## config.mk

```make
export PLATFORM = sky130hd
export DESIGN_NAME = sap_cell
export DESIGN_NICKNAME = d
export VERILOG_FILES = /design/src/design/sap_pkg.sv /design/src/design/sap_cell.sv
export SDC_FILE = /design/constraint.sdc
export NUM_CORES = 1
export LEC_CHECK = 0
export ABC_CLOCK_PERIOD_IN_PS = 1800
export BUFFER_PORTS_ARGS = -buffer_cell sky130_fd_sc_hd__buf_4
export CORE_ASPECT_RATIO = 1.75
export CORE_MARGIN = 3
export CORE_UTILIZATION = 32
export CTS_BUF_LIST = sky130_fd_sc_hd__clkbuf_8
export DETAILED_ROUTE_END_ITERATION = 8
export PLACE_DENSITY = 0.66
export SLEW_MARGIN = 10
export SYNTH_ARGS = -nofsm -noshare
export SYNTH_HDL_FRONTEND = slang
export SYNTH_SLANG_ARGS = --single-unit
```

## constraint.sdc

```tcl
create_clock -name clock -period 1.8 [get_ports clock]
set_input_delay 0.45 -clock clock [delete_from_list [all_inputs] [get_ports clock]]
set_output_delay 0.45 -clock clock [all_outputs]
set_load 0.1 [all_outputs]
```

## src/design/sap_pkg.sv

```systemverilog
// ---------------------------------------------------------------------------
// Slot allocator package
// Field widths, operation and status codes, and the command token that walks
// the cell row.
// ---------------------------------------------------------------------------
package sap_pkg;

   localparam int OP_BITS       = 3;
   localparam int SLOT_BITS     = 6;
   localparam int POS_BITS      = 6;
   localparam int DATA_IN_BITS  = 32;
   localparam int STATUS_BITS   = 2;
   localparam int COUNT_BITS    = 7;
   localparam int REQ_DATA_BITS = 48;
   localparam int RSP_DATA_BITS = 48;

   localparam logic [OP_BITS-1:0] OP_ALLOC_ZERO = 3'd0;
   localparam logic [OP_BITS-1:0] OP_ALLOC_DATA = 3'd1;
   localparam logic [OP_BITS-1:0] OP_FREE       = 3'd2;
   localparam logic [OP_BITS-1:0] OP_READ       = 3'd3;
   localparam logic [OP_BITS-1:0] OP_LIVE_AT    = 3'd4;

   localparam logic [STATUS_BITS-1:0] STATUS_OK   = 2'd0;
   localparam logic [STATUS_BITS-1:0] STATUS_FULL = 2'd1;
   localparam logic [STATUS_BITS-1:0] STATUS_MISS = 2'd2;

   // found: slot claimed (allocate), slot occupied (read), entry hit (live-at)
   // seen:  freed slot met in the live list at or before this cell
   typedef struct packed {
      logic                 active;
      logic [OP_BITS-1:0]   op;
      logic [SLOT_BITS-1:0] slot;
      logic [POS_BITS-1:0]  pos;
      logic                 seen;
      logic                 found;
   } wave_type;

endpackage

```

## src/design/sap_cell.sv

```systemverilog
// ---------------------------------------------------------------------------
// Slot allocator cell
// Holds the occupancy bit of slot INDEX and the live-list entry at position
// INDEX; updates both as the command token passes and hands it on.
// ---------------------------------------------------------------------------
module sap_cell #(
   parameter int SLOTS = 64,
   parameter int INDEX = 0
) (
   input  logic                             clock,
   input  logic                             reset,
   input  logic [$clog2(SLOTS+1)-1:0]       count,
   input  sap_pkg::wave_type                wave_i,
   input  logic [$clog2(SLOTS)-1:0]         res_i,
   input  logic [$clog2(SLOTS)-1:0]         next_entry,
   input  logic                             app_we,
   input  logic [$clog2(SLOTS+1)-1:0]       app_pos,
   input  logic [$clog2(SLOTS)-1:0]         app_val,
   output sap_pkg::wave_type                wave_o,
   output logic [$clog2(SLOTS)-1:0]         res_o,
   output logic [$clog2(SLOTS)-1:0]         entry_o
);
   import sap_pkg::*;

   localparam int SW   = $clog2(SLOTS);
   localparam int CNTW = $clog2(SLOTS + 1);
   localparam int KW   = (SW > SLOT_BITS) ? SW : SLOT_BITS;
   localparam logic [KW-1:0]   IDX_K = KW'(INDEX);
   localparam logic [CNTW-1:0] IDX_C = CNTW'(INDEX);
   localparam logic [SW-1:0]   IDX_S = SW'(INDEX);

   wave_type        wave_ff, wave_in;
   logic [SW-1:0]   res_ff, res_in;
   logic [SW-1:0]   entry_ff, entry_in;
   logic            occ_ff, occ_in;
   logic            in_list, here_key, here_pos, entry_hit, seen;

   assign in_list   = IDX_C < count;
   assign here_key  = KW'(wave_i.slot) == IDX_K;
   assign here_pos  = KW'(wave_i.pos) == IDX_K;
   assign entry_hit = in_list && (KW'(entry_ff) == KW'(wave_i.slot));
   assign seen      = wave_i.seen || entry_hit;

   always_comb begin
      wave_in  = wave_i;
      res_in   = res_i;
      occ_in   = occ_ff;
      entry_in = entry_ff;
      if (wave_i.active) begin
         unique case (wave_i.op)
            OP_ALLOC_ZERO, OP_ALLOC_DATA: begin
               if (!wave_i.found && !occ_ff) begin
                  occ_in        = 1'b1;
                  wave_in.found = 1'b1;
                  res_in        = IDX_S;
               end
            end
            OP_FREE: begin
               if (here_key && occ_ff) begin
                  occ_in = 1'b0;
               end
               wave_in.seen = seen;
               if (seen && in_list) begin
                  entry_in = next_entry;
               end
            end
            OP_READ: begin
               if (here_key) begin
                  wave_in.found = occ_ff;
               end
            end
            OP_LIVE_AT: begin
               if (here_pos && in_list) begin
                  wave_in.found = 1'b1;
                  res_in        = entry_ff;
               end
            end
            default: begin
            end
         endcase
      end
      if (app_we && (app_pos == IDX_C)) begin
         entry_in = app_val;
      end
   end

   always_ff @(posedge clock) begin
      if (reset) begin
         wave_ff <= '0;
         occ_ff  <= 1'b0;
      end else begin
         wave_ff <= wave_in;
         occ_ff  <= occ_in;
      end
      res_ff   <= res_in;
      entry_ff <= entry_in;
   end

   assign wave_o  = wave_ff;
   assign res_o   = res_ff;
   assign entry_o = entry_ff;

endmodule

```

; After elaboration in Yosys (flattened, before gate mapping)
; Index checks and enable logic that the tools add are counted.
[totals]
regBits = 31
in_bits = 53
output_inout_bits = 30
wordCells = 54
[classes]
order_cmp = 1
n_eq_ne = 7
n_mux = 17
n_reduce_logical = 20
[ops]
columns = op, n
row1 = $mux W6, 7
row2 = $logic_not A6 Y1, 2
row3 = $pmux W6 S2, 1
row4 = $reduce_bool A2 Y1, 4
row5 = $logic_not A7 Y1, 1
row6 = $lt A1 B7 Y1 const A, 1
row7 = $eq A3 B2 Y1 const B, 2
row8 = $eq A6 B6 Y1, 1
row9 = $logic_and A1 B1 Y1, 6
row10 = $mux W1, 6
row11 = $ne A2 B2 Y1 const B, 2
row12 = $reduce_and A4 Y1, 1
row13 = $eq A3 B1 Y1 const B, 1
row14 = $eq A3 B3 Y1 const B, 1
row15 = $logic_not A3 Y1, 1
row16 = $pmux W1 S3, 1
row17 = $reduce_and A3 Y1, 1
row18 = $logic_not A1 Y1, 2
row19 = $mux W2, 1
row20 = $pmux W1 S2, 1
row21 = $reduce_or A2 Y1, 1
row22 = $logic_or A1 B1 Y1, 1

; Depth between registers and ports, before layout
; Gate-level depths: netlist of run 1.
[logic_depth]
depth_word = 8
depth_mapped = 5
depth_no_buf = 4

; Worst setup path after synthesis of run 1
; No wires, ideal clock.
[synth_path]
kind = register to register
from = reg entry_ff[2], in the netlist entry_o[2]
to = reg entry_ff[0], in the netlist entry_o[0], enable pin
setup_time_ns = 0.377
arrival_time_ns = 2.050
required_ns = 1.423
path_slack_ns = -0.627
stages_incl_launch_ff = 5
path_buffers = 0
period_less_slack_ns = 2.427
path_cell_list = edfxtp_1 xor2_1 nor4_1 a41oi_1 o21ai_0
[synth_between]
elab_chain_cells = 6
[synth_lines]
columns = element, line
row1 = "start, declared", sap_cell.sv:34  ; logic [SW-1:0] entry_ff, entry_in;
row2 = "start signal, assigned", sap_cell.sv:96  ; entry_ff <= entry_in;
row3 = $eq A6 B6 Y1, sap_cell.sv:41  ; assign entry_hit = in_list && (KW'(entry_ff) == KW'(wave_i.slot));
row4 = $logic_and A1 B1 Y1, sap_cell.sv:41
row5 = $logic_or A1 B1 Y1, sap_cell.sv:42  ; assign seen = wave_i.seen || entry_hit;
row6 = $logic_and A1 B1 Y1, sap_cell.sv:63  ; if (seen && in_list) begin
row7 = $reduce_bool A2 Y1 (no source line), -
row8 = $reduce_and A3 Y1 (no source line), -
; Every way passes these cells.
; A chain may end at the register's enable or synchronous reset.

; Worst setup path after layout of run 1
[layout_path]
from = reg entry_ff[4], in the netlist entry_o[4]
to = reg entry_ff[4], in the netlist entry_o[4], enable pin
; The elaborated chain is that of the path after synthesis.

==> flow_summary.json, run 1 <==
{
  "cp_slowest_cell": "edfxtp_1",
  "area_growth_pct": 68.76,
  "hold_path_class": "in -> reg",
  "overflow": 0,
  "n_antenna_cell": 0,
  "synth_cells": 114,
  "grtUsageTotal_pct": 15.33,
  "wl_per_cell_um": 13.42,
  "syn_area_mm2": 0.001274,
  "critPathMaxStageDelay_ps": 440,
  "syn_nets": 167,
  "finalHoldViolCount": 0,
  "numCtsBuffers": 5,
  "die_width_um": 53.69,
  "drtIter0Drc": 7,
  "die_y_um": 89.46,
  "place.gp.congestion": 0.7370,
  "clk_pin_slew_worst_paths_ps": 70,
  "clock_sinks": 31,
  "synth.distinct_cells": 34,
  "slew_headroom_pct": 75.10,
  "fin_total_pwr_mw": 1.940,
  "clockBufferDepth": 2,
  "grt_pass1_wl_um": 5368,
  "syn_avg_cell_area_um2": 11.17,
  "hold_slack_ps": 392.7,
  "dp_hpwl_um": 2713,
  "worstPathArrival_ps": 1720,
  "crit_path_start_kind": "register",
  "clk_latency_ps": 280,
  "pre_cts_ws_ps": -93.19,
  "drtAntennaViolNets": 0,
  "critPathKind": "reg -> reg",
  "antenna_found_initial": 0,
  "drc": 0,
  "vias": 1225,
  "p_leak_nw": 0.9607,
  "grt_max_degree": 20,
  "rows": 29,
  "outcome": "completed",
  "layout_setup_ws_ps": 80.15,
  "ys_warn_count": 0,
  "dr.pass1.iters": 4,
  "dp_cells": 248,
  "period_needed_ps": 1720,
  "start_util_pct": 34.08,
  "skew_ps": 7.334,
  "tightest_slew_ps": 370.1,
  "drv_slew": 0,
  "ir_drop_mv": 0.5496,
  "pin_count": 83,
  "drt_wl_total_um": 3477,
  "grt_pass1_vias": 1249,
  "yosysSeqAreaShare_pct": 53.44,
  "final_cell_count_no_fill": 259,
  "drv_cap": 0,
  "drive_gt1_share_pct": 54.46,
  "io_buffers": 82,
  "fin_crit_sh_pct": 95.55,
  "nets": 265,
  "crit_path_end_kind": "register",
  "power_density_mw_per_mm2": 902.6,
  "ys_ff_latch": 31,
  "crit_chain": "xor2_1 > nor4_2 > a41oi_2 > o21ai_2 > buf_4",
  "cp_max_fo": 6,
  "cp.required_ps": 1800,
  "cts-root-buf": "clkbuf_8",
  "synthFlopType": "dfxtp_1",
  "die_area_mm2": 0.004803,
  "max_freq_mhz": 581.4,
  "tritoncts": "done",
  "synth_edf_count": 6,
  "placeableCoreArea_mm2": 0.003737,
  "setup_tns_ps": 0,
  "setup_viol": 0,
  "viasPerCell": 4.730,
  "cts-htree-levels": 2,
  "synth_async_sr_flop_share_pct": 0
}
[final cells by class]
class,count,area (µm²)
clock buffer,6,82.58
sequential,31,680.7
tap,46,57.56
multi-input combinational,80,591.8
timing repair buffer,93,698.2
clock inverter,2,35.03
fill,340,1588
inverter,1,3.754
[cells by family after synthesis]
kind of cell | synth area share, %
simple gates | 24.07
flops | 53.44
compound gates | 10.81
mux | 6.090
xor+xnor | 4.126
buf+inv | 1.473
[through the flow]
| step | util, % | cell area (µm²) |
|---|---|---|
| finish | 57.52 | 2150 |
| detailed placement | 53.40 | 1996 |
| floorplan | - | 1277 |
| global route | 57.52 | 2150 |
| global placement | 53.40 | 1996 |
| CTS | 56.55 | 2113 |
[cells in the final DEF (no fill, tap or decap)]
| cell | Yosys | routed |
|---|---|---|
| o41ai_1 | 1 | 1 |
| a21boi_0 | 1 | 1 |
| a221oi_1 | 1 | 1 |
| nor2b_1 | 16 | 16 |
| nand4bb_1 | 2 | 2 |
| or4_4 | 1 | 1 |
| clkinv_2 | 0 | 1 |
| o21ai_0 | 4 | 3 |
| a2111oi_4 | 1 | 1 |
| a211oi_1 | 1 | 1 |
| or2_2 | 1 | 1 |
| a21oi_1 | 1 | 1 |
| buf_4 | 0 | 93 |
| clkbuf_8 | 0 | 6 |
| nor2_1 | 5 | 5 |
| a311oi_1 | 1 | 1 |
| nor4_2 | 0 | 1 |
| nor4b_1 | 1 | 1 |
| nor4_1 | 4 | 3 |
| dfxtp_1 | 25 | 25 |
| nand3b_1 | 1 | 1 |
| mux2i_1 | 1 | 1 |
| xnor2_1 | 2 | 2 |
| o2111ai_1 | 1 | 1 |
| xor2_1 | 4 | 4 |
| a41oi_2 | 0 | 1 |
| inv_1 | 1 | 1 |
| nand2b_1 | 7 | 7 |
| nand2_1 | 8 | 8 |
| o21ai_2 | 3 | 4 |
| bufinv_16 | 0 | 1 |
| nor4bb_1 | 1 | 1 |
| mux2_2 | 6 | 6 |
| and2_1 | 1 | 1 |
| and3_1 | 1 | 1 |
| edfxtp_1 | 6 | 6 |
| nor3_1 | 2 | 2 |
[worst paths after layout]
check,slack [ps],end,cells after the start,start
max,80,entry_o[4]$_DFFE_PP_,5,entry_o[4]$_DFFE_PP_
min,390,wave_o[2]$_SDFF_PP0_,2,wave_i[2]
min reg2reg,550,occ_ff$_SDFFE_PP0P_,2,occ_ff$_SDFFE_PP0P_
max reg2reg,80,entry_o[4]$_DFFE_PP_,5,entry_o[4]$_DFFE_PP_
[where the power goes]
group	switching, mW	internal, mW	total, mW
clock	0.254	0.447	0.701
sequential	0.0115	0.742	0.754
combinational	0.325	0.161	0.486
[what timing repair did]
action	in CTS	in global routing
hold buffers	0	0
buffers inserted	0	3
endpoints found under the setup margin	0	6
resized for setup	0	2
[worst max-delay path, delay by kind of cell (launching register included)]
| kind | cells | cell delay, ps |
|---|---|---|
| buf+inv | 1 | 160 |
| flops | 1 | 440 |
| compound gates | 2 | 360 |
| simple gates | 1 | 310 |
| xor+xnor | 1 | 180 |
[routing by layer]
metal,part of all wire (%),vias up,global-route usage (%)
met5,0,-,0
met4,1.8,0,6.977
met3,9.8,5,4.674
met2,55,60,27.59
met1,33,559,15.49
li1,-,601,-
[synth_stat cells, drive strengths merged, types with 2 or more instances]
master   number  area (µm²)
dfxtp        25       500.5
nor2b        16       100.1
nand2         8       30.03
nand2b        7       43.79
o21ai         7       46.30
edfxtp        6       180.2
mux2          6       67.56
nor2          5       18.77
nor4          4       25.02
xor2          4       35.03
nand4bb       2       22.52
nor3          2       10.01
xnor2         2       17.52
[sequential cells by signal (all words and copies together) (netlist names)]
register  flops
wave_o       18
entry_o       6
occ_ff        1
res_o         6
Note: power is estimated with default switching activity, not from simulation.
==> run 2: changes to the inputs <==
- CELL_PAD_IN_SITES_DETAIL_PLACEMENT: default -> 1
- CELL_PAD_IN_SITES_GLOBAL_PLACEMENT: default -> 1
- CORE_UTILIZATION: 32 -> 28
- PLACE_DENSITY: 0.66 -> default
- PLACE_DENSITY_LB_ADDON: default -> 0.1
==> flow_summary.json, run 2 (synthesis gave the netlist of run 1 again) <==
{
  "drt_wl_total_um": 3915,
  "timing.critical_path.max_delay_family": "flip-flops",
  "overflow": 0,
  "cp_max_fo": 6,
  "n_antenna_cell": 0,
  "die_area_mm2": 0.005426,
  "p_leak_nw": 0.9653,
  "cts-root-buf": "clkbuf_8",
  "drive_gt1_share_pct": 53.74,
  "die_width_um": 56.99,
  "dp_hpwl_um": 3273,
  "placeableCoreArea_mm2": 0.004267,
  "vias": 1249,
  "clockBufferDepth": 2,
  "slew_headroom_pct": 75.44,
  "grtUsageTotal_pct": 15.21,
  "io_buffers": 82,
  "final_cell_area_mm2": 0.002147,
  "crit_path_start_kind": "register",
  "ctsHoldBuffers": 0,
  "clk_latency_ps": 280,
  "outcome": "completed",
  "drv_slew": 0,
  "hold_slack_ps": 393.1,
  "cp_slowest_cell": "edfxtp_1",
  "fin_total_pwr_mw": 1.936,
  "drv_cap": 0,
  "crit_path_end_kind": "register",
  "numCtsBuffers": 5,
  "start_util_pct": 29.85,
  "area_growth_pct": 68.57,
  "critPathKind": "reg -> reg",
  "tritoncts": "done",
  "grt_max_degree": 20,
  "largest_reg_flops": 18,
  "cp.required_ps": 1790,
  "multiInputGateArea_um2": 578.1,
  "fin_crit_sh_pct": 95.15,
  "antenna_found_initial": 0,
  "critPathMaxStageDelay_ps": 440,
  "utilization_pct": 50.32,
  "final_common_cell": "buf_4",
  "mostFrequentLayoutCells": "buf_4, dfxtp_1, nor2b_1",
  "wl_per_cell_um": 14.89,
  "place.gp.congestion": 0.7528,
  "tightest_slew_ps": 365.0,
  "critical_path_buf_inv_count": 1,
  "clock_sinks": 31,
  "place_area_mm2": 0.002014,
  "crit_chain": "xor2_1 > nor4_1 > a41oi_1 > o21ai_2 > buf_4",
  "power_density_mw_per_mm2": 901.8,
  "dp_cells": 253,
  "setup_viol": 0,
  "grt_pass1_wl_um": 6265,
  "worstPathArrival_ps": 1710,
  "cts-htree-levels": 2,
  "regArea_um2": 680.7,
  "pin_count": 83,
  "nets": 266,
  "rows": 31,
  "nFillCells": 501,
  "die_y_um": 95.22,
  "skew_ps": 2.279,
  "finalHoldViolCount": 0,
  "hold_path_class": "in -> reg",
  "drc": 0,
  "dr.pass1.iters": 4,
  "grt_pass1_vias": 1325,
  "clk_pin_slew_worst_paths_ps": 60,
  "viasPerCell": 4.749,
  "ir_drop_mv": 0.5301,
  "cts_resized": 0,
  "max_freq_mhz": 583.9,
  "period_needed_ps": 1713,
  "drtAntennaViolNets": 0,
  "final_cell_count_no_fill": 263,
  "drtIter0Drc": 17
}
[run 2: changes by cell type in the layout (fill, tap and decap cells not counted), sizes merged]
cell	delta
buf	+1
[run 2: area by class of cell]
cell class | count | share of cell area, %
multi-input combinational | 80 | 26.92
tap | 49 | 2.855
sequential | 31 | 31.70
inverter | 1 | 0.1748
clock inverter | 2 | 1.632
clock buffer | 6 | 3.846
timing repair buffer | 94 | 32.87
[run 2: metrics by stage]
stage                     setup slack (ps)  TNS, ps
final                                87.37        0
after global routing                -28.07   -165.7
after CTS                            54.11        0
after detailed placement            -100.5   -928.7
after global placement              -69.97   -684.8
after floorplan                     -321.1    -1927
[run 2: power breakdown]
| part | total (mW) | internal (mW) | leakage, nW | switching, mW |
|---|---|---|---|---|
| logic | 0.484 | 0.160 | 0.641 | 0.324 |
| clock network | 0.698 | 0.447 | 0.0612 | 0.251 |
| registers | 0.754 | 0.742 | 0.263 | 0.0122 |
[run 2: path summary, 6_finish.rpt]
path | depth (start not counted) | startpoint | slack, ps | end
worst min-delay path | 2 | wave_i[3] | 390 | wave_o[3]$_SDFF_PP0_
worst min register to register | 2 | occ_ff$_SDFFE_PP0P_ | 550 | occ_ff$_SDFFE_PP0P_
worst max register to register | 5 | entry_o[4]$_DFFE_PP_ | 90 | entry_o[0]$_DFFE_PP_
worst max-delay path | 5 | entry_o[4]$_DFFE_PP_ | 90 | entry_o[0]$_DFFE_PP_
[run 2: per-layer routing]
metal  track usage (%)  part of all wire (%)
met1             13.89                    31
met3             6.504                   9.7
met2             29.20                    58
met4             5.222                   1.2
met5                 0                     0
[run 2: repair_timing]
action | 4_1_cts | 5_1_grt
hold endpoints to repair | 0 | 0
endpoints found under the setup margin | 0 | 6
buffers inserted | 0 | 2
==> run 3: changes to the inputs <==
- SETUP_SLACK_MARGIN: default -> 0.15
==> flow_summary.json, run 3 (synthesis gave the netlist of run 1 again) <==
{
  "largest_reg_flops": 18,
  "power_frac_comb_pct": 25.3,
  "max_freq_mhz": 599.8,
  "die_area_mm2": 0.005426,
  "drtAntennaViolNets": 0,
  "period_needed_ps": 1667,
  "drive_gt1_share_pct": 56.56,
  "ctsHoldBuffers": 0,
  "area_growth_pct": 74.46,
  "cp_max_fo": 6,
  "rrSetupSlack_ps": 130,
  "pin_count": 83,
  "die_y_um": 95.22,
  "grt_max_degree": 20,
  "mostFrequentLayoutCells": "buf_4, dfxtp_1, nor2b_1",
  "power.switching_mw": 0.6060,
  "layout_setup_ws_ps": 132.7,
  "overflow": 0,
  "utilization_pct": 52.08,
  "power_density_mw_per_mm2": 883.6,
  "cts-root-buf": "clkbuf_8",
  "drc": 0,
  "critPathKind": "reg -> reg",
  "drt_wl_total_um": 4068,
  "tritoncts": "done",
  "reg2reg_depth": 5,
  "skew_ps": 8.618,
  "min_path_cells": 2,
  "multiInputGateArea_um2": 596.8,
  "timing.rr.start": "entry_o[1]$_DFFE_PP_",
  "worstPathArrival_ps": 1670,
  "placeableCoreArea_mm2": 0.004267,
  "r2r_end": "entry_o[0]$_DFFE_PP_",
  "pre_cts_ws_ps": -143.3,
  "finalHoldViolCount": 0,
  "hold_path_class": "in -> reg",
  "rows": 31,
  "cp.required_ps": 1800,
  "die_width_um": 56.99,
  "clock_sinks": 31,
  "wl_per_cell_um": 15.07,
  "nets": 273,
  "grtUsageTotal_pct": 15.71,
  "power_frac_seq_pct": 38.4,
  "tightest_slew_ps": 326.5,
  "final_cell_area_mm2": 0.002222,
  "drv_cap": 0,
  "slew_headroom_pct": 78.23,
  "min_from": "wave_i[4]",
  "rsz0062_at_grt": "true",
  "start_util_pct": 29.85,
  "outcome": "completed",
  "nFillCells": 505,
  "dp_hpwl_um": 3335,
  "final_common_cell": "buf_4",
  "cts-htree-levels": 2,
  "min_to": "wave_o[4]$_SDFF_PP0_",
  "io_buffers": 82,
  "n_antenna_cell": 0,
  "grt_pass1_vias": 1448,
  "crit_path_start_kind": "register",
  "place.gp.congestion": 0.7298,
  "grt_pass1_wl_um": 6499,
  "setup_viol": 0,
  "crit_path_end_kind": "register",
  "dr.pass1.iters": 4,
  "drv_slew": 0,
  "p_leak_nw": 1.002,
  "swShare_pct": 30.86,
  "place_area_mm2": 0.002044,
  "antenna_found_initial": 0,
  "crit_chain": "xor2_1 > nor4_2 > a41oi_2 > o21ai_2 > buf_6",
  "viasPerCell": 4.730,
  "cp_slowest_cell": "edfxtp_1",
  "critPathMaxStageDelay_ps": 410,
  "clockBufferDepth": 2,
  "regArea_um2": 680.7,
  "p_clk_share_pct": 36.3,
  "vias": 1277,
  "p_int_mw": 1.358,
  "clk_pin_slew_worst_paths_ps": 70,
  "clk_latency_ps": 290,
  "fin_crit_sh_pct": 92.63,
  "ir_drop_mv": 0.5716,
  "numCtsBuffers": 5,
  "drtIter0Drc": 2
}
-- run 3: per-layer routing --
| layer | up-vias | part of all wire, % | track usage [%] | wire length, µm |
|---|---|---|---|---|
| met5 | - | 0 | 0 | 0 |
| met1 | 592 | 31 | 13.21 | 1271 |
| li1 | 618 | - | - | - |
| met4 | 0 | 1.7 | 5.803 | 69 |
| met2 | 61 | 58 | 32.06 | 2341 |
| met3 | 6 | 9.5 | 5.556 | 386 |
-- run 3: how the worst max path moves through the flow --
stage / to / slack, ps / cells after the start / start
CTS: entry_o[0]$_DFFE_PP_ / 100 / 5 / entry_o[5]$_DFFE_PP_
floorplan: entry_o[0]$_DFFE_PP_ / -320 / 4 / entry_o[1]$_DFFE_PP_
global route: entry_o[3]$_DFFE_PP_ / 20 / 5 / entry_o[1]$_DFFE_PP_
detailed placement: entry_o[4]$_DFFE_PP_ / -140 / 5 / wave_i[9]
global placement: entry_o[2]$_DFFE_PP_ / -120 / 5 / wave_i[9]
finish: entry_o[0]$_DFFE_PP_ / 130 / 5 / entry_o[1]$_DFFE_PP_
-- run 3: final cells by class --
cell class / count / area share (%)
clock buffers: 6 / 3.716
clock inverters: 2 / 1.577
inverters: 1 / 0.1689
multi-input cells: 80 / 26.86
flip-flops and latches: 31 / 30.63
well taps: 49 / 2.759
repair buffers: 101 / 34.29
-- run 3: power groups by stage --
stage,Clock (mW),Sequential [mW],Combinational (mW)
after detailed placement,0,0.770,0.491
after global placement,0,0.769,0.484
final,0.713,0.754,0.497
after CTS,0.725,0.755,0.500
after global routing,0.761,0.757,0.521
after floorplan,0,1.01,0.0630
-- run 3: critical path: cells and delay by family (launching register included) --
family | cells | cell delay [ps]
flip-flops | 1 | 410
AO/OA/AOI/OAI | 2 | 340
AND/OR/NAND/NOR | 1 | 330
XOR/XNOR | 1 | 170
buffers and inverters | 1 | 140
-- run 3: through the flow --
step / TNS, ps / total power, mW / instances / hold WS, ps
detailed placement: -1014 / 1.261 / 257 / 543.9
CTS: 0 / 1.980 / 269 / 382.2
finish: 0 / 1.964 / 270 / 385.3
floorplan: -1921 / 1.075 / 114 / 493.8
global route: 0 / 2.039 / 270 / 379.5
global placement: -871.0 / 1.253 / 257 / 523.5
-- run 3: timing repair --
item	in CTS	in global routing
resized for setup	3	1
pin swaps	3	3
buffers inserted	4	1
endpoints found under the setup margin	6	7
